==> src/design/tie_pkg.sv <==
package tie_pkg;

  // request kinds
  localparam logic REQ_CREATE = 1'b0;
  localparam logic REQ_TICK   = 1'b1;

  // easing codes
  localparam logic [1:0] EASE_LINEAR = 2'd0;
  localparam logic [1:0] EASE_IN     = 2'd1;
  localparam logic [1:0] EASE_OUT    = 2'd2;
  localparam logic [1:0] EASE_IN_OUT = 2'd3;

  // one slot entry as held in the slot memory
  typedef struct packed {
    logic [15:0] target;
    logic [31:0] start_value;
    logic [31:0] end_value;
    logic [31:0] start_time;
    logic [15:0] duration;
    logic [1:0]  ease;
  } slot_t;

  // control between the sequencer and the divider
  typedef struct packed {
    logic start;
  } div_req_t;

  typedef struct packed {
    logic        done;
    logic [15:0] quot;
  } div_rsp_t;

endpackage

==> src/design/tie_div.sv <==
module tie_div (
  input  logic               clk_i,
  input  logic               rst_ni,
  input  tie_pkg::div_req_t  req_i,
  input  logic [15:0]        elapsed_i,
  input  logic [15:0]        divisor_i,
  output tie_pkg::div_rsp_t  rsp_o
);

  // restoring division of elapsed * 2^16 by divisor, one quotient bit a cycle;
  // elapsed is below divisor so the quotient fits in 16 bits
  logic [15:0] rem_q, rem_d;
  logic [15:0] quot_q, quot_d;
  logic [15:0] dvs_q;
  logic [4:0]  cnt_q, cnt_d;
  logic        busy_q, busy_d;
  logic        done_q, done_d;
  logic [16:0] shifted;
  logic        fits;

  assign shifted = {rem_q, 1'b0};
  assign fits    = shifted >= {1'b0, dvs_q};

  always_comb begin
    rem_d  = rem_q;
    quot_d = quot_q;
    cnt_d  = cnt_q;
    busy_d = busy_q;
    done_d = 1'b0;
    if (req_i.start) begin
      rem_d  = elapsed_i;
      quot_d = '0;
      cnt_d  = 5'd0;
      busy_d = 1'b1;
    end else if (busy_q) begin
      rem_d  = fits ? 16'(shifted - {1'b0, dvs_q}) : shifted[15:0];
      quot_d = {quot_q[14:0], fits};
      cnt_d  = cnt_q + 5'd1;
      if (cnt_q == 5'd15) begin
        busy_d = 1'b0;
        done_d = 1'b1;
      end
    end
  end

  always_ff @(posedge clk_i or negedge rst_ni) begin
    if (!rst_ni) begin
      busy_q <= 1'b0;
      done_q <= 1'b0;
      cnt_q  <= '0;
    end else begin
      busy_q <= busy_d;
      done_q <= done_d;
      cnt_q  <= cnt_d;
    end
  end

  // datapath
  always_ff @(posedge clk_i) begin
    rem_q  <= rem_d;
    quot_q <= quot_d;
    if (req_i.start) dvs_q <= divisor_i;
  end

  assign rsp_o.done = done_q;
  assign rsp_o.quot = quot_q;

  a_done_after_busy: assert property (@(posedge clk_i) disable iff (!rst_ni)
    done_q |-> $past(busy_q)) else $error("divider done without busy");
  a_no_restart: assert property (@(posedge clk_i) disable iff (!rst_ni)
    busy_q |-> !req_i.start) else $error("divider restarted while busy");
  a_done_ends_busy: assert property (@(posedge clk_i) disable iff (!rst_ni)
    done_q |-> !busy_q) else $error("divider busy after done");

endmodule

==> config.mk <==
export PLATFORM = sky130hd
export DESIGN_NAME = tie_div
export DESIGN_NICKNAME = d
export VERILOG_FILES = /design/src/design/tie_pkg.sv /design/src/design/tie_div.sv
export SDC_FILE = /design/constraint.sdc
export NUM_CORES = 1
export LEC_CHECK = 0
export BUFFER_PORTS_ARGS = -buffer_cell sky130_fd_sc_hd__buf_2
export CORE_UTILIZATION = 60
export DETAILED_ROUTE_END_ITERATION = 12
export GPL_TIMING_DRIVEN = 0
export PLACE_DENSITY_LB_ADDON = 0.2
export SYNTH_ARGS = -nofsm -noshare
export SYNTH_HDL_FRONTEND = slang
export SYNTH_SLANG_ARGS = --single-unit
export TNS_END_PERCENT = 1
==> constraint.sdc <==
create_clock -name clk_i -period 4.1 [get_ports clk_i]
set_clock_uncertainty 0.2 [all_clocks]
set_input_delay 0.41 -clock clk_i [delete_from_list [all_inputs] [get_ports clk_i]]
set_output_delay 0.41 -clock clk_i [all_outputs]
set_load 0.01 [all_outputs]
==> results of run 1 <==
## worst max-delay path by stage
stage / slack (ns) / depth (start not counted) / from / to
floorplan: 1.51 / 10 / rem_q[5] / rem_q[14]
global placement: 1.26 / 10 / rem_q[9] / rem_q[5]
detailed placement: 1.22 / 10 / rem_q[9] / rem_q[6]
CTS: 1.17 / 10 / rem_q[9] / rem_q[6]
global route: 0.89 / 10 / rem_q[9] / rem_q[5]
finish: 1.17 / 10 / rem_q[5] / rem_q[14]
## metrics by stage
step | instance area (sq um) | std cells | hold WS [ns] | power (W) | util
final | 3470 | 421 | 0.0521 | 0.00206 | 0.724
after global routing | 3470 | 421 | 0.0490 | 0.00219 | 0.724
after CTS | 3470 | 421 | 0.0527 | 0.00205 | 0.724
after detailed placement | 3370 | 412 | 0.0478 | 0.00173 | 0.704
after global placement | 3370 | 412 | 0.0487 | 0.00170 | 0.704
after floorplan | 3030 | 294 | -0.0856 | 0.00150 | -
## cells in the final DEF (no fill, tap or decap), types with 4 or more instances in the layout
cell | Yosys | routed
sky130_fd_sc_hd__dfrtp_1 | 7 | 7
sky130_fd_sc_hd__a21o_1 | 6 | 6
sky130_fd_sc_hd__o31ai_1 | 4 | 4
sky130_fd_sc_hd__ha_1 | 18 | 18
sky130_fd_sc_hd__nand2b_1 | 6 | 6
sky130_fd_sc_hd__buf_2 | 3 | 54
sky130_fd_sc_hd__nand2_1 | 20 | 20
sky130_fd_sc_hd__xor2_1 | 8 | 8
sky130_fd_sc_hd__dfxtp_1 | 16 | 16
sky130_fd_sc_hd__nor2b_1 | 7 | 7
sky130_fd_sc_hd__a21oi_1 | 20 | 20
sky130_fd_sc_hd__mux2i_1 | 18 | 18
sky130_fd_sc_hd__xnor2_1 | 7 | 7
sky130_fd_sc_hd__a211oi_1 | 4 | 4
sky130_fd_sc_hd__nor2_1 | 31 | 31
sky130_fd_sc_hd__o21ai_0 | 6 | 6
sky130_fd_sc_hd__nand3b_1 | 6 | 6
sky130_fd_sc_hd__o311ai_0 | 6 | 6
sky130_fd_sc_hd__clkbuf_8 | 0 | 5
sky130_fd_sc_hd__edfxtp_1 | 32 | 32
sky130_fd_sc_hd__inv_1 | 19 | 19
sky130_fd_sc_hd__nor3_1 | 5 | 5
sky130_fd_sc_hd__clkbuf_1 | 9 | 10
## cell type report
type	instances	area, sq um	area share
Tap cell	67	83.8	0.0242
Timing Repair Buffer	52	265	0.0765
Buffer	15	63.8	0.0184
Clock buffer	6	72.6	0.0209
Sequential cell	55	1460	0.420
Multi-Input combinational cell	205	1440	0.415
Clock inverter	2	15.0	0.00433
Inverter	19	71.3	0.0206
## state kept, by name, indices dropped and copies added, names as in the netlist
name / flops
busy_q: 1
rem_q: 16
quot_q: 16
cnt_q: 5
dvs_q: 16
done_q: 1
## timing repair
| item | 4_1_cts | 5_1_grt |
|---|---|---|
| hold endpoints to repair | 7 | 0 |
| setup endpoints to repair | 0 | 0 |
| hold buffers | 1 | 0 |
| resized for setup | 0 | 0 |
## worst register-to-register path, stage by stage, from the launching register on
cell and delay, ns:
sky130_fd_sc_hd__edfxtp_1 0.43, sky130_fd_sc_hd__ha_1 0.30, sky130_fd_sc_hd__buf_2 0.18, sky130_fd_sc_hd__nand4_1 0.14
sky130_fd_sc_hd__o31a_1 0.32, sky130_fd_sc_hd__o21a_1 0.16, sky130_fd_sc_hd__o21ai_1 0.11, sky130_fd_sc_hd__a21oi_1 0.07
sky130_fd_sc_hd__buf_2 0.21, sky130_fd_sc_hd__a2111oi_0 0.42, sky130_fd_sc_hd__o31ai_1 0.13
## routing by layer
metal / wire [um] / up-vias / track usage / part of all wire
met5: 0 / - / 0 / 0
met4: 74 / 0 / 0.0806 / 0.011
li1: - / 1176 / - / -
met2: 3150 / 65 / 0.457 / 0.48
met3: 409 / 6 / 0.0497 / 0.063
met1: 2890 / 1086 / 0.354 / 0.44
## logic make-up after synthesis
kind of cell             count (synthesis)  share of synthesized area
AND/OR/NAND/NOR                         88                      0.144
AO/OA/AOI/OAI                           64                      0.143
flip-flops                              55                      0.481
buffers and inverters                   34                     0.0446
multiplexers                            19                     0.0632
adder cells (fa/ha/maj)                 19                     0.0809
XOR/XNOR                                15                     0.0434
## power groups by stage
| stage | Clock [W] | Sequential [W] | Combinational [W] |
|---|---|---|---|
| global placement | 0 | 0.000778 | 0.000922 |
| CTS | 0.000314 | 0.000773 | 0.000960 |
| detailed placement | 0 | 0.000785 | 0.000949 |
| floorplan | 0 | 0.000769 | 0.000733 |
| global route | 0.000335 | 0.000788 | 0.00107 |
| finish | 0.000314 | 0.000774 | 0.000972 |
==> reports/qor.txt, run 1 <==
====================================================================================================
Count of clock tree sinks .............................................................           55
Floorplan die width ...................................................................      73.1 um
Power per cell area ...................................................................  594 nW/um^2
Warnings from Yosys ...................................................................            0
Syn avg cell area .....................................................................   10.3 sq um
Latest clock arrival within the worst-skew pair .......................................      0.32 ns
Transition time at the pin with the least slew margin .................................     0.654 ns
Sequential share of the synthesized area ..............................................        0.481
Number of instances in the synthesized netlist ........................................          294
Worst slack after detailed placement ..................................................      1.22 ns
IO Port Bufs ..........................................................................           51
Length in cells of the worst reg-to-reg path ..........................................           10
Total Die Area ........................................................................   5340 sq um
Internal power contribution ...........................................................    0.00125 W
Ports .................................................................................           52
Worst min-delay path class ............................................................       in2reg
Worst slew margin .....................................................................        0.564
Library cells used by synthesis .......................................................           48
Global-route usage over all layers ....................................................        0.271
Total via count in the routed design ..................................................         2333
Leading area contributor after synthesis .............................................. sky130_fd_sc_hd__edfxtp_1
CTS tree ..............................................................................         done
Clock-pin slew reported for the worst setup and hold paths after clock tree synthesis .      0.11 ns
Share of the cycle needed by the critical path after routing ..........................        0.715
GR Overflow Total .....................................................................            0
Synthesized flop and latch total ......................................................           55
Detailed-routing iteration count for the pre-antenna-repair pass ......................            5
Final sum of negative setup slack .....................................................         0 ns
Residual DRC ..........................................................................            0
Top cell types by occurrence after synthesis .......................................... sky130_fd_sc_hd__edfxtp_1 (32), sky130_fd_sc_hd__nor2_1 (31), sky130_fd_sc_hd__a21oi_1 (20), sky130_fd_sc_hd__nand2_1 (20), sky130_fd_sc_hd__inv_1 (19)
Share of flip-flops with an asynchronous set or reset after synthesis .................        0.127
Combinational fraction of design power ................................................        0.472
Total nets after synthesis ............................................................          348
EDFF count, synth .....................................................................           32
Register-to-register setup slack ......................................................      1.17 ns
CP max-delay cell ..................................................................... sky130_fd_sc_hd__edfxtp_1
Count of nets left with antenna violations after detail routing .......................            0
Antenna diode count ...................................................................            0
Placed wire-length estimate after detailed placement ..................................      4.59 mm
Longest individual stage delay on the worst path ......................................      0.43 ns
Final-layout fill cell count ..........................................................          380
Inserted Clock Buffers ................................................................            5
End point of the worst hold path ......................................................     dvs_q[2]
Cell with the most instances after synthesis .......................................... sky130_fd_sc_hd__edfxtp_1
H-tree level count ....................................................................            2
Post-CTS setup repair buffer count ....................................................            0
Data required time of the critical path ...............................................      3.96 ns
Flop pwr share ........................................................................        0.376
Share of total power in the clock network .............................................        0.152
Mean number of vias per cell ..........................................................         5.54
First-pass GRT wire length ............................................................      10.8 mm
Core region area ......................................................................   4790 sq um
Layout Area Growth over Synthesis .....................................................        14.4%
Lkg Pwr ...............................................................................      1.65 nW
Primary flip-flop cell chosen by synthesis mapping .................................... sky130_fd_sc_hd__edfxtp_1
Iteration-0 DRC Markers ...............................................................          104
Worst path bufs/invs ..................................................................            2
Maximum number of pins on one net before global-route repair ..........................           20
Main area contributors after synthesis ................................................ sky130_fd_sc_hd__edfxtp_1 (32%), sky130_fd_sc_hd__dfxtp_1 (11%), sky130_fd_sc_hd__ha_1 (7.4%)
Height of the chip ....................................................................      73.1 um
Cell area after synthesis .............................................................   3030 sq um
Total detailed-routing wirelength .....................................................      6.52 mm
Initial Util ..........................................................................        0.633
Launch point of the worst hold path ................................................... divisor_i[2]
Cell breakdown of the critical path ................................................... ha_1 -> buf_2 -> nand4_1 -> o31a_1 -> o21a_1 -> o21ai_1 -> a21oi_1 -> buf_2 -> a2111oi_0 -> o31ai_1
Run status ............................................................................ finished clean
FMAX ..................................................................................    0.341 GHz
Crit path arrival time ................................................................      2.79 ns
Crit. End Element .....................................................................         flop
Clk Tree Root Cell .................................................................... sky130_fd_sc_hd__clkbuf_8
Crit path time final ..................................................................      2.93 ns
Final GP Congestion ...................................................................        0.870
Initial antenna violation count .......................................................            0
Sw Pwr ................................................................................   0.000814 W
# rows ................................................................................           25
Nature of the critical path startpoint ................................................         flop
Ratio of cells with drive above 1 in the final layout .................................        0.181
Cell seen most often among critical-path stages ....................................... sky130_fd_sc_hd__buf_2
Final Net Count .......................................................................          407
Wirelength per Cell ...................................................................      15.5 um
Largest driver fanout on the critical path ............................................           10
Maximum number of buffers from clock root to sink .....................................            2
Max Cap Viol ..........................................................................            0
Least setup slack across all paths after layout .......................................      1.17 ns
Peak supply drop ......................................................................     0.327 mV
Reg-to-Reg End ........................................................................    rem_q[14]
Switching part of the total power .....................................................        0.395
Top cell type's share of synthesized area .............................................        0.317
Critical path class ...................................................................      reg2reg
Setup repair after global routing missed its margin ...................................           no
Slew Limit Fails ......................................................................            0
Final setup violation count ...........................................................            0
Vias in the first global route ........................................................         2288
Gate family responsible for the most delay along the worst path ....................... compound AO/OA/AOI/OAI gates
Cell depth of the worst min-delay path ................................................            1
Hold violation total from the final report ............................................            0
Worst flop-to-flop path startpoint ....................................................     rem_q[5]
====================================================================================================
Power figures use the tool's default switching activity.
==> inputs of run 2 (changes only) <==
ABC_AREA = 1   (was unset)
CORE_UTILIZATION = 57   (was 60)
clock period = 2.7 ns   (was 4.1 ns; I/O delays follow)
==> run 2 against run 1 <==
  * Hold slack got worse by 0.040 ns
  * Non-clock buffer count rose by 12
  * Synthesized cell count rose by 50%
  * Critical path type unchanged
  * Largest power group unchanged
==> reports/qor.txt, run 2 <==
====================================================================================================
Most used cells in the layout excluding fill and tap cells ............................ sky130_fd_sc_hd__nand2_1 (140), sky130_fd_sc_hd__inv_1 (87), sky130_fd_sc_hd__buf_2 (54)
Height of the chip ....................................................................      78.8 um
Internal power contribution ...........................................................    0.00192 W
Global-route usage over all layers ....................................................        0.274
H-tree level count ....................................................................            2
Ports .................................................................................           52
Largest driver fanout on the critical path ............................................           10
Ratio of cells with drive above 1 in the final layout .................................        0.153
Share of flip-flops with an asynchronous set or reset after synthesis .................        0.127
Count of clock tree sinks .............................................................           55
CTS tree ..............................................................................         done
Switching part of the total power .....................................................        0.431
Most frequent standard cell in the layout excluding fill and tap cells ................ sky130_fd_sc_hd__nand2_1
Primary flip-flop cell chosen by synthesis mapping .................................... sky130_fd_sc_hd__edfxtp_1
Power per cell area ...................................................................  850 nW/um^2
# rows ................................................................................           27
Cell with the most instances after synthesis .......................................... sky130_fd_sc_hd__nand2_1
Final Net Count .......................................................................          571
Worst slew margin .....................................................................        0.573
FMAX ..................................................................................    0.413 GHz
Wirelength per Cell ...................................................................      13.5 um
Warnings from Yosys ...................................................................            0
Floorplan die width ...................................................................      78.8 um
Final setup violation count ...........................................................            0
Area after DPL ........................................................................   3710 sq um
First-pass GRT wire length ............................................................      13.1 mm
Critical path class ...................................................................      reg2reg
Maximum number of pins on one net before global-route repair ..........................           26
Sequential share of the synthesized area ..............................................        0.433
Initial Util ..........................................................................        0.600
Mean number of vias per cell ..........................................................         5.19
Vias in the first global route ........................................................         2963
Slew Limit Fails ......................................................................            0
Crit path time final ..................................................................      2.42 ns
Syn avg cell area .....................................................................   7.61 sq um
CP max-delay cell ..................................................................... sky130_fd_sc_hd__ha_1
Number of instances in the synthesized netlist ........................................          442
Cell seen most often among critical-path stages ....................................... sky130_fd_sc_hd__nand2_1
Total nets after synthesis ............................................................          496
Max Cap Viol ..........................................................................            0
Top cell types by occurrence after synthesis .......................................... sky130_fd_sc_hd__nand2_1 (140), sky130_fd_sc_hd__inv_1 (87), sky130_fd_sc_hd__nand3_1 (41)
Total Die Area ........................................................................   6210 sq um
Total detailed-routing wirelength .....................................................      7.95 mm
Hold violation total from the final report ............................................            0
Worst flop-to-flop path startpoint ....................................................     rem_q[8]
Cell breakdown of the critical path ................................................... ha_1 -> nand2_1 -> nor2_1 -> inv_1 -> nor2_1 -> nand2_4 -> nand2_4 -> buf_6 -> nand2_1 -> nand3_1 -> nand2_1
Length in cells of the worst reg-to-reg path ..........................................           11
Inserted Clock Buffers ................................................................            5
GR Overflow Total .....................................................................            0
Layout Area Growth over Synthesis .....................................................        18.2%
IO Port Bufs ..........................................................................           51
Initial antenna violation count .......................................................            0
Crit. End Element .....................................................................         flop
Placed wire-length estimate after detailed placement ..................................      5.88 mm
Run status ............................................................................ finished clean
Core region area ......................................................................   5610 sq um
Crit path arrival time ................................................................      2.31 ns
Total via count in the routed design ..................................................         3064
Peak supply drop ......................................................................     0.400 mV
End point of the worst hold path ......................................................    rem_q[13]
Longest individual stage delay on the worst path ......................................      0.42 ns
Library cells used by synthesis .......................................................           31
Share of total power in the clock network .............................................        0.148
EDFF count, synth .....................................................................           32
Count of nets left with antenna violations after detail routing .......................            0
Finished layout cell area .............................................................   3980 sq um
Antenna diode count ...................................................................            0
Flop pwr share ........................................................................        0.338
Data required time of the critical path ...............................................      2.59 ns
Nature of the critical path startpoint ................................................         flop
Registers with the most flip-flops .................................................... dvs_q (16), quot_q (16), rem_q (16)
Synthesized flop and latch total ......................................................           55
Maximum number of buffers from clock root to sink .....................................            2
Top cell type's share of synthesized area .............................................        0.286
Latest clock arrival within the worst-skew pair .......................................      0.32 ns
Sw Pwr ................................................................................    0.00146 W
Leading area contributor after synthesis .............................................. sky130_fd_sc_hd__edfxtp_1
Reg-to-Reg End ........................................................................     rem_q[4]
Setup repair after global routing missed its margin ...................................           no
Share of the cycle needed by the critical path after routing ..........................        0.898
Iteration-0 DRC Markers ...............................................................          192
Clk Tree Root Cell .................................................................... sky130_fd_sc_hd__clkbuf_8
Transition time at the pin with the least slew margin .................................     0.640 ns
Final GP Congestion ...................................................................        0.915
Main area contributors after synthesis ................................................ sky130_fd_sc_hd__edfxtp_1 (29%), sky130_fd_sc_hd__nand2_1 (16%), sky130_fd_sc_hd__inv_1 (9.7%)
Final-layout fill cell count ..........................................................          480
Combinational fraction of design power ................................................        0.514
Cell area after synthesis .............................................................   3360 sq um
Detailed-routing iteration count for the pre-antenna-repair pass ......................            5
Lkg Pwr ...............................................................................      2.07 nW
Launch point of the worst hold path ................................................... elapsed_i[13]
Worst min-delay path class ............................................................       in2reg
Clock-pin slew reported for the worst setup and hold paths after clock tree synthesis .      0.11 ns
Residual DRC ..........................................................................            0
Register-to-register setup slack ......................................................      0.28 ns
Cell depth of the worst min-delay path ................................................            3
Util after Layout .....................................................................        0.709
====================================================================================================
run 2: changes by cell type after synthesis, moves of 11 or more:
cell                      change
sky130_fd_sc_hd__nand2_1    +120
sky130_fd_sc_hd__inv_1       +68
sky130_fd_sc_hd__nand3_1     +40
sky130_fd_sc_hd__mux2i_1     -18
sky130_fd_sc_hd__nor2_1      -15
sky130_fd_sc_hd__o22ai_1     +15
sky130_fd_sc_hd__a21oi_1     -11
run 2: cells by family (layout without fill, tap and decap cells):
group | count (synthesis) | in the layout | share of synthesized area
DFF | 55 | 55 | 0.433
and+or+nand+nor | 235 | 235 | 0.313
buffers and inverters | 98 | 174 | 0.116
AOI/OAI and AO/OA | 29 | 29 | 0.0495
xor gates and xnor gates | 6 | 6 | 0.0156
adders and majority gates | 19 | 19 | 0.0729
run 2: power groups by stage:
stage | Combinational, W | Clock [W] | Sequential (W)
finish | 0.00174 | 0.000500 | 0.00114
global route | 0.00197 | 0.000528 | 0.00116
CTS | 0.00171 | 0.000503 | 0.00114
detailed placement | 0.00168 | 0 | 0.00116
floorplan | 0.00132 | 0 | 0.00114
global placement | 0.00165 | 0 | 0.00115
run 2: worst max-delay path, delay by kind of cell, from the launching register on:
| family | cells | cell delay, ns |
|---|---|---|
| and+or+nand+nor | 8 | 0.92 |
| adders and majority gates | 1 | 0.42 |
| buffers and inverters | 2 | 0.24 |
| DFF | 1 | 0.41 |
run 2: final cells by class:
type,instances,area (sq um),share of cell area
plain buffers,11,65.1,0.0164
inverters,87,327,0.0821
multi-input cells,289,1520,0.382
well taps,72,90.1,0.0227
clock buffers,5,68.8,0.0173
clock inverters,3,26.3,0.00661
flip-flops and latches,55,1460,0.366
repair buffers,68,425,0.107
run 2: worst max path at each step:
| stage | slack [ns] | from | to |
|---|---|---|---|
| finish | 0.28 | rem_q[8] | rem_q[4] |
| global route | 0.13 | rem_q[8] | rem_q[2] |
| CTS | 0.18 | busy_q | rem_q[7] |
| detailed placement | -0.16 | req_i | rem_q[13] |
| global placement | -0.08 | req_i | rem_q[15] |
| floorplan | 0.62 | rem_q[0] | rem_q[2] |
run 2: through the flow:
step                power [W]  setup slack [ns]  TNS (ns)  hold slack [ns]  std cells
global placement      0.00279           -0.0777     -1.21          -0.0951        565
global route          0.00366             0.130         0           0.0154        590
detailed placement    0.00284            -0.156     -3.13          -0.0942        565
finish                0.00338             0.276         0           0.0120        590
floorplan             0.00246             0.617         0           -0.226        442
CTS                   0.00336             0.176         0          0.00580        590
run 2: routing by layer:
layer	global-route usage	vias to the layer above	wire [um]
li1	-	1552	-
met1	0.333	1389	3410
met2	0.479	107	3950
met3	0.0506	16	455
met4	0.107	0	142
met5	0	-	0
run 2: repair_timing:
action / 4_1_cts / 5_1_grt
gates resized for setup: 0 / 0
setup buffers: 0 / 0
hold buffers: 17 / 0
hold endpoints to repair: 23 / 0
==> inputs of run 3 (changes only) <==
CORE_UTILIZATION = 62   (was 57)
clock period = 2.94 ns   (was 2.7 ns; I/O delays follow)
==> run 3 against run 2 <==
  * Critical path depth down 7
  * Critical path type is now in2reg
  * Die area down 7.9%
  * Final cell count is 0.34% lower
  * Non-clock buffer count unchanged
  * Sequential power shrank 9%
  * Routed wire length is 1.2% lower
  * Count of clock-buffer cells in the layout unchanged
==> reports/qor.txt, run 3 (same netlist as run 2, synthesis figures left out) <==
====================================================================================================
Most used cells in the layout excluding fill and tap cells ............................ sky130_fd_sc_hd__nand2_1 (140), sky130_fd_sc_hd__inv_1 (87), sky130_fd_sc_hd__buf_2 (54)
Final GP Congestion ...................................................................        0.927
Largest driver fanout on the critical path ............................................           25
Final Net Count .......................................................................          571
Internal power contribution ...........................................................    0.00176 W
Final sum of negative setup slack .....................................................         0 ns
Lkg Pwr ...............................................................................      2.06 nW
Maximum number of pins on one net before global-route repair ..........................           26
Global-route met3 utilization .........................................................       0.0542
Overall power of the completed layout .................................................    0.00306 W
Residual DRC ..........................................................................            0
Initial antenna violation count .......................................................            0
Area of the multi-input gates .........................................................   1520 sq um
Latest clock arrival within the worst-skew pair .......................................      0.31 ns
Hold violation total from the final report ............................................            0
Inserted Clock Buffers ................................................................            5
CTS tree ..............................................................................         done
Power per cell area ...................................................................  772 nW/um^2
H-tree level count ....................................................................            2
GRT Max-Usage Layer ...................................................................         met2
Length in cells of the worst reg-to-reg path ..........................................            4
Peak supply drop ......................................................................     0.487 mV
Max Cap Viol ..........................................................................            0
FMAX ..................................................................................    0.394 GHz
Final-layout fill cell count ..........................................................          392
Setup repair after global routing missed its margin ...................................           no
Initial Util ..........................................................................        0.650
Total Die Area ........................................................................   5730 sq um
Placed wire-length estimate after detailed placement ..................................      5.73 mm
Sequential standard cell area .........................................................   1460 sq um
Critical path class ...................................................................       in2reg
Data required time of the critical path ...............................................      2.67 ns
Mean number of vias per cell ..........................................................         5.20
Switching part of the total power .....................................................        0.426
Vias in the first global route ........................................................         2913
GR Overflow Total .....................................................................            0
Maximum number of buffers from clock root to sink .....................................            2
Cell depth of the worst min-delay path ................................................            3
Global-route usage over all layers ....................................................        0.295
Worst min-delay path class ............................................................       in2reg
First-pass GRT wire length ............................................................      12.5 mm
Combinational fraction of design power ................................................        0.517
Crit path arrival time ................................................................      2.27 ns
Flop pwr share ........................................................................        0.341
Layout Area Growth over Synthesis .....................................................        18.0%
Crit. End Element .....................................................................         flop
Run status ............................................................................ finished clean
Crit path time final ..................................................................      2.54 ns
Met1 track demand over resource in global routing .....................................        0.377
# rows ................................................................................           26
Wirelength per Cell ...................................................................      13.4 um
Met2 track utilization from global routing ............................................        0.517
Final setup violation count ...........................................................            0
Clk Tree Root Cell .................................................................... sky130_fd_sc_hd__clkbuf_8
Height of the chip ....................................................................      75.7 um
Count of clock tree sinks .............................................................           55
Ports .................................................................................           52
Count of nets left with antenna violations after detail routing .......................            0
Detailed-routing iteration count for the pre-antenna-repair pass ......................            5
IO Port Bufs ..........................................................................           51
Registers with the most flip-flops .................................................... dvs_q (16), quot_q (16), rem_q (16)
Share of the cycle needed by the critical path after routing ..........................        0.864
Sw Pwr ................................................................................    0.00130 W
Core region area ......................................................................   5170 sq um
Ratio of cells with drive above 1 in the final layout .................................        0.151
Worst slew margin .....................................................................        0.107
Share of total power in the clock network .............................................        0.142
Floorplan die width ...................................................................      75.7 um
Transition time at the pin with the least slew margin .................................      1.34 ns
Clock-pin slew reported for the worst setup and hold paths after clock tree synthesis .      0.10 ns
Most frequent standard cell in the layout excluding fill and tap cells ................ sky130_fd_sc_hd__nand2_1
Iteration-0 DRC Markers ...............................................................          224
Slew Limit Fails ......................................................................            0
Total detailed-routing wirelength .....................................................      7.86 mm
Nature of the critical path startpoint ................................................ primary input
Total via count in the routed design ..................................................         3059
Antenna diode count ...................................................................            0
====================================================================================================
==> run 3: changes by cell type in the layout (fill, tap and decap cells not counted), sizes merged <==
cell    delta
inv        -2
clkinv     +2
==> run 3: area by class of cell <==
cell class / count / share of cell area
multi-input cells: 289 / 0.382
well taps: 70 / 0.0221
flip-flops and latches: 55 / 0.367
clock buffers: 5 / 0.0173
clock inverters: 3 / 0.00567
plain buffers: 11 / 0.0161
inverters: 87 / 0.0823
repair buffers: 68 / 0.107
==> run 3: worst paths after layout <==
kind	startpoint	to	slack (ns)
min reg2reg	quot_q[13]	quot_q[13]	0.30
min in group asynchronous	rst_ni	done_q	0.13
max	req_i	rem_q[4]	0.40
min	elapsed_i[8]	rem_q[8]	0.05
max reg2reg	busy_q	rem_q[4]	0.47
max in group asynchronous	rst_ni	cnt_q[0]	2.26
==> run 3: metal layers <==
layer | wire (um) | up-vias
met5 | 0 | -
met4 | 99 | 0
met3 | 363 | 11
met2 | 3870 | 95
met1 | 3520 | 1396
li1 | - | 1557
==> run 3: worst max-delay path, cell delays in order <==
cell                       delay (ns)
sky130_fd_sc_hd__buf_2           0.39
sky130_fd_sc_hd__inv_1           0.24
sky130_fd_sc_hd__nand2_1         0.31
sky130_fd_sc_hd__clkbuf_1        1.02
==> run 3: power groups by stage <==
stage               sequential, W  clock (W)  combinational, W
floorplan                 0.00105          0           0.00122
global placement          0.00105          0           0.00151
detailed placement        0.00106          0           0.00155
CTS                       0.00104   0.000431           0.00157
global route              0.00106   0.000459           0.00181
finish                    0.00104   0.000434           0.00158
==> run 3: what timing repair did <==
action	CTS	global route
setup buffers	0	0
hold buffers	17	0
endpoints found under the hold margin	23	0
resized for setup	0	0
==> run 3: per-stage QoR <==
stage	cells	hold WS (ns)	utilization	cell area, sq um	setup WS, ns
after floorplan	442	-0.202	-	3360	0.857
after CTS	588	0.0440	0.767	3970	0.362
final	588	0.0452	0.767	3970	0.400
after global routing	588	0.0498	0.767	3970	0.240
after global placement	563	-0.0709	0.717	3710	0.106
after detailed placement	563	-0.0710	0.717	3710	0.0359
